==> config.mk <==
export PLATFORM = sky130hd
export DESIGN_NAME = snt_ctrl
export DESIGN_NICKNAME = d
export VERILOG_FILES = /design/src/design/snt_pkg.sv /design/src/design/snt_ctrl.sv
export VERILOG_INCLUDE_DIRS = /design/src /design/src/design
export SDC_FILE = /design/constraint.sdc
export NUM_CORES = 1
export LEC_CHECK = 0
export ABC_CLOCK_PERIOD_IN_PS = 1450
export BUFFER_PORTS_ARGS = -buffer_cell sky130_fd_sc_hd__buf_2
export CAP_MARGIN = 15
export CORE_AREA = 2 2 39 41
export DETAILED_ROUTE_END_ITERATION = 7
export DIE_AREA = 0 0 41 43
export GPL_TIMING_DRIVEN = 0
export PLACE_DENSITY = 0.59
export SYNTH_ARGS = -nofsm -noshare
export SYNTH_HDL_FRONTEND = slang
export SYNTH_SLANG_ARGS = --single-unit
==> constraint.sdc <==
create_clock -name clk -period 1.45 [get_ports clk]
set_clock_uncertainty 0.05 [all_clocks]
set_input_delay 0 -clock clk [delete_from_list [all_inputs] [get_ports clk]]
set_output_delay 0 -clock clk [all_outputs]
set_load 0.005 [all_outputs]
==> src/design/assert_macros.svh <==
// Assertion macros shared by the RTL files.
`ifndef ASSERT_MACROS_SVH
`define ASSERT_MACROS_SVH
`ifndef SYNTHESIS
`define ASSERT_IMPLIES(label, clk, rst_n, a, c) \
    label: assert property (@(posedge clk) disable iff (!rst_n) (a) |-> (c)) \
        else $error("assertion failed");
`define ASSERT_NEXT(label, clk, rst_n, a, c) \
    label: assert property (@(posedge clk) disable iff (!rst_n) (a) |=> (c)) \
        else $error("assertion failed");
`else
`define ASSERT_IMPLIES(label, clk, rst_n, a, c)
`define ASSERT_NEXT(label, clk, rst_n, a, c)
`endif
`endif

==> src/design/snt_pkg.sv <==
package snt_pkg;
    typedef enum logic [2:0] {
        OP_NONE,
        OP_LOAD,
        OP_DIGIT,
        OP_DIV_START,
        OP_DIV_STEP,
        OP_FACTOR,
        OP_NEXT_D,
        OP_REST
    } dp_op_t;

    typedef struct packed {
        dp_op_t op;
        logic   digit_of_n;
    } dp_cmd_t;

    typedef struct packed {
        logic n_small;
        logic digits_done;
        logic div_done;
        logic rem_zero;
        logic sq_gt;
        logic rest_gt1;
        logic composite;
    } dp_status_t;

    localparam int unsigned OWN_W  = 7;
    localparam int unsigned FSUM_W = 8;
endpackage

==> src/design/snt_ctrl.sv <==
`include "assert_macros.svh"
module snt_ctrl (
    input  logic                clk,
    input  logic                rst_n,
    input  logic                start,
    input  snt_pkg::dp_status_t status,
    output snt_pkg::dp_cmd_t    cmd,
    output logic                busy,
    output logic                done
);
    import snt_pkg::*;

    typedef enum logic [2:0] {
        S_IDLE, S_OWN_DIGIT, S_CHECK, S_FAC_STEP, S_FAC_TEST, S_FD_DIGIT, S_DONE
    } state_t;

    state_t state_reg, state_next;
    logic   rest_phase_reg, rest_phase_next;

    always_comb
    begin
        state_next      = state_reg;
        rest_phase_next = rest_phase_reg;
        cmd.op          = OP_NONE;
        cmd.digit_of_n  = 1'b0;
        case (state_reg)
            S_IDLE:
                if (start)
                begin
                    cmd.op     = OP_LOAD;
                    state_next = S_OWN_DIGIT;
                end
            S_OWN_DIGIT:
                if (status.digits_done)
                    state_next = status.n_small ? S_DONE : S_CHECK;
                else
                begin
                    cmd.op = OP_DIGIT; cmd.digit_of_n = 1'b1;
                end
            S_CHECK:
                if (status.sq_gt)
                begin
                    if (status.composite && status.rest_gt1)
                    begin
                        cmd.op = OP_REST; rest_phase_next = 1'b1;
                        state_next = S_FD_DIGIT;
                    end
                    else
                        state_next = S_DONE;
                end
                else
                begin
                    cmd.op = OP_DIV_START;
                    state_next = S_FAC_STEP;
                end
            S_FAC_STEP:
                if (status.div_done)
                    state_next = S_FAC_TEST;
                else
                    cmd.op = OP_DIV_STEP;
            S_FAC_TEST:
                if (status.rem_zero)
                begin
                    cmd.op = OP_FACTOR; rest_phase_next = 1'b0;
                    state_next = S_FD_DIGIT;
                end
                else
                begin
                    cmd.op = OP_NEXT_D;
                    state_next = S_CHECK;
                end
            S_FD_DIGIT:
                if (status.digits_done)
                    state_next = rest_phase_reg ? S_DONE : S_CHECK;
                else
                    cmd.op = OP_DIGIT;
            S_DONE:
                state_next = S_IDLE;
            default:
                state_next = S_IDLE;
        endcase
    end

    always_ff @(posedge clk or negedge rst_n)
    begin
        if (!rst_n)
        begin
            state_reg      <= S_IDLE;
            rest_phase_reg <= 1'b0;
        end
        else
        begin
            state_reg      <= state_next;
            rest_phase_reg <= rest_phase_next;
        end
    end

    assign busy = (state_reg != S_IDLE);
    assign done = (state_reg == S_DONE);

    `ASSERT_NEXT(a_start_busy, clk, rst_n, start && !busy, busy)
    `ASSERT_NEXT(a_done_idle, clk, rst_n, done, !busy)
    `ASSERT_IMPLIES(a_done_busy, clk, rst_n, done, busy)
endmodule

==> impl_summary.md <==
Route
The count of nets left with antenna violations once routing finished came out at 0. The per-cell routed wire length is 12.2 um. Dividing the detail-routed via count by the number of cells gives 5.23. The pre-antenna-repair detailed-routing pass consisted of 4 iterations. The total number of vias is 434. The initial detailed-routing violation count is 10. Summed over all layers, the routed wires come to 1010 um. For this run, design rule violations remaining after detail routing come to 0.

Placement
During placement, the flow inserted port buffers numbering 15. The detailed placement HPWL is 770 um. The congestion estimate from routability-driven global placement came to 0.818. The instance count after placement with tap cells included is 78. In this run the cell area measured after placement is 498 um2.

Synth
Summing every instance area after synthesis gives 403 um2. Sorting the synthesized cells by area gives the leading types as dfrtp_1 25%, buf_6 8.4%, a41oi_1 4.3%, inv_1 3.7%, nand2b_4 3.4%. The number of instances in the synthesized netlist is 47. The netlist uses 31 different library cells. Summed over all instances, the cell type with the most area after synthesis is dfrtp_1. The number of synthesized flops with an enable pin is 0.

The share of async-settable or async-resettable flops after synthesis is 100%. The number of storage elements in the synthesis netlist is 4. Sequential cells were found to cover 24.8% of the synthesized design area. The Yosys step of the flow raised 0 warnings. The area fraction of the dominant cell type after synthesis is 24.8%. The net count after synthesis is 57. Each instance of the synthesized netlist takes up on average 8.57 um2.

The prevailing post-synth register cell is dfrtp_1.

Timing
The worst hold-check slack is 0.0264 ns. Setup total negative slack on the finished layout was measured at 0 ns. The max-slew headroom at the worst pin is 81.5%. The minimum clock period after layout is 1.37 ns.

The final-report max-slew violation count is 0. For the pin with the worst max-slew slack, the measured transition is 0.273 ns. Dividing the final minimum period by the clock period gives 94.2%. Setup violations remaining at the end of the flow were counted as 0. The hold violation total from the final report is 0.

The highest achievable clock rate is 732 MHz.

Pwr
The clock network fraction of design power is 12.2%. The worst-case vdd ir drop is 511 uV. The switching portion of total power is 43.0%. The net switching component of the power is 0.476 mW. In this run the power density over the cells is 2020 nW/um2.

The analysis attributes to cell leakage a power of 0.253 nW. The internal power summed over all cells is 0.630 mW. The combinational power share is 67.6%. The share of power burned in registers is 20.3%.

Setup path
The worst setup path is of the register to output port kind. For this run, the slowest stage of the critical path takes 0.43 ns. The required time at the worst-slack endpoint is 1.40 ns.

Grouping stages by cell kind, the critical path spends the most delay in flip-flops. Along the worst path, the maximum fanout reaches 10. The critical path goes through buf_6, inv_1, a41oi_1, o22ai_1, buf_2.

The standard cell with the maximum stage delay on the critical path is dfrtp_2. Counting both buffers and inverters, the worst setup path holds a total of 3. The critical path arrival is 1.32 ns.

The worst setup path is launched from a register. The element type at the critical path end is an output port.

Final layout
The flip-flop count of the largest register after layout is 3. The number of inserted diodes is 0. In the final layout, flip-flops and latches occupy 101 um2. At the end of the flow, the number of nets in the layout was 79. Counting the fill cells in the layout gives 150. The final design area excluding fillers is 547 um2. The filler-free cell count of the finished design is 83.

The area growth from synthesis to layout is 35.7%. The share of post-route cells with drive strength above 1 is 41.8%. Summing all multi-input logic gate instances after layout gives 259 um2.

Outcome
The flow ran to the end, and the final reports show no timing, DRC or antenna violations.

Global routing
The via count of the first global-routing pass is 370. The global-route wire length before repair is 1600 um. The aggregate global-route resource usage is 13.8%.

The number of antenna violations at the first check in global routing is 0. After global routing the overflow that remains totals 0. The pin count of the biggest net entering global routing is 11.

Clock tree
CTS placed an instance of clkbuf_4 at the clock tree root. The number of buffers created by CTS is 3. The total number of H-tree levels is 1. The total clock sinks is 4.

The maximum clock path buffer count is 2. After clock tree synthesis, the setup repair step added 0 buffers. TritonCTS built the clock tree. The clock network latency to the later pin of the worst-skew pair is 0.23 ns. The post-CTS clock slew at the launch and capture registers of the worst setup and hold paths is 0.04 ns.

Floorplanning
The floorplan step defined a die boundary enclosing 1760 um2. The number of primary I/O pins is 16. In this run the horizontal extent of the chip is 41 um. The floorplan row count is 14. The core box area is 1380 um2. The starting density of the core is 29.1%. The floorplan step set the die height to 43 um.

Hold path
The type of the tightest min-delay check is input port to register.

Job
The tool flagged a number of max-cap violations equal to 0.
[worst min-delay path: cells and delay by family]
kind                   cells  cell delay [ns]
AOI/OAI and AO/OA          2             0.16
buffers and inverters      1             0.11
[kinds of logic (layout without fill, tap and decap cells)]
| family | after synthesis | count (layout) | synth area share, % |
|---|---|---|---|
| compound gates | 18 | 18 | 35.1 |
| buf+inv | 7 | 27 | 12.1 |
| flops | 4 | 4 | 24.8 |
| mux | 1 | 1 | 2.48 |
| simple gates | 17 | 17 | 25.5 |
[layer usage]
metal / share of wire (%) / global-route usage (%) / vias up
met5: 0 / 0 / -
met4: 0 / 10.0 / 0
met3: 4.4 / 3.14 / 0
met2: 50 / 19.4 / 15
met1: 45 / 17.6 / 202
li1: - / - / 217
[stage by stage]
stage	util [%]	power, mW	setup WS [ns]
2_1_floorplan	-	0.755	0.350
5_1_grt	39.5	1.20	-0.00708
6_report	39.5	1.11	0.0845
4_1_cts	39.1	1.10	0.0514
3_3_place_gp	36.0	0.957	0.196
3_5_place_dp	36.0	0.954	0.206
[final cells by class]
class	instances	area share, %
multi-input cells	36	47.4
flip-flops and latches	4	18.5
repair buffers	17	17.4
plain buffers	3	6.18
clock buffers	3	4.12
well taps	16	3.66
inverters	4	2.75
[repair_timing]
item	4_1_cts	5_1_grt
setup endpoints to repair	0	3
resized for setup	0	2
hold buffers	2	0
hold endpoints to repair	5	0
[path summary, 6_finish.rpt]
| path | cells after the start | slack (ns) | endpoint | from |
|---|---|---|---|---|
| setup reg to reg | 4 | 0.20 | state_reg[0] | state_reg[0] |
| max in group asynchronous | 2 | 1.17 | state_reg[0] | rst_n |
| hold / removal | 3 | 0.03 | state_reg[2] | status[3] |
| min in group asynchronous | 2 | 0.05 | rest_phase_reg | rst_n |
| setup / recovery | 5 | 0.08 | cmd[3] | state_reg[0] |
| hold reg to reg | 1 | 0.47 | rest_phase_reg | rest_phase_reg |
[placed cells by master (no fill, tap or decap), drive strengths merged, types with 2 or more instances in the layout]
cell type | netlist | routed
nand2 | 3 | 3
a21bo | 2 | 2
inv | 4 | 4
nor2 | 3 | 3
a41oi | 2 | 2
buf | 3 | 18
nor2b | 2 | 2
dlygate4sd3 | 0 | 2
nor3 | 2 | 2
clkbuf | 0 | 3
nand3 | 2 | 2
o21ai | 3 | 3
dfrtp | 4 | 4
a21oi | 3 | 3
[synthesized netlist by cell type (2+ instances only)]
cell type	instances
dfrtp_1	4
nor3_1	2
nand2_1	3
a41oi_1	2
buf_6	3
a21oi_1	2
nor2_1	2
nand3_1	2
nor2b_1	2
inv_1	4
[power by group through the flow]
stage | combinational (mW) | clock [mW] | sequential [mW]
after detailed placement | 0.732 | 0 | 0.222
after global placement | 0.734 | 0 | 0.223
after CTS | 0.740 | 0.141 | 0.221
after global routing | 0.826 | 0.141 | 0.233
after floorplan | 0.544 | 0 | 0.210
final | 0.748 | 0.134 | 0.224
Power figures use the tool's default switching activity.
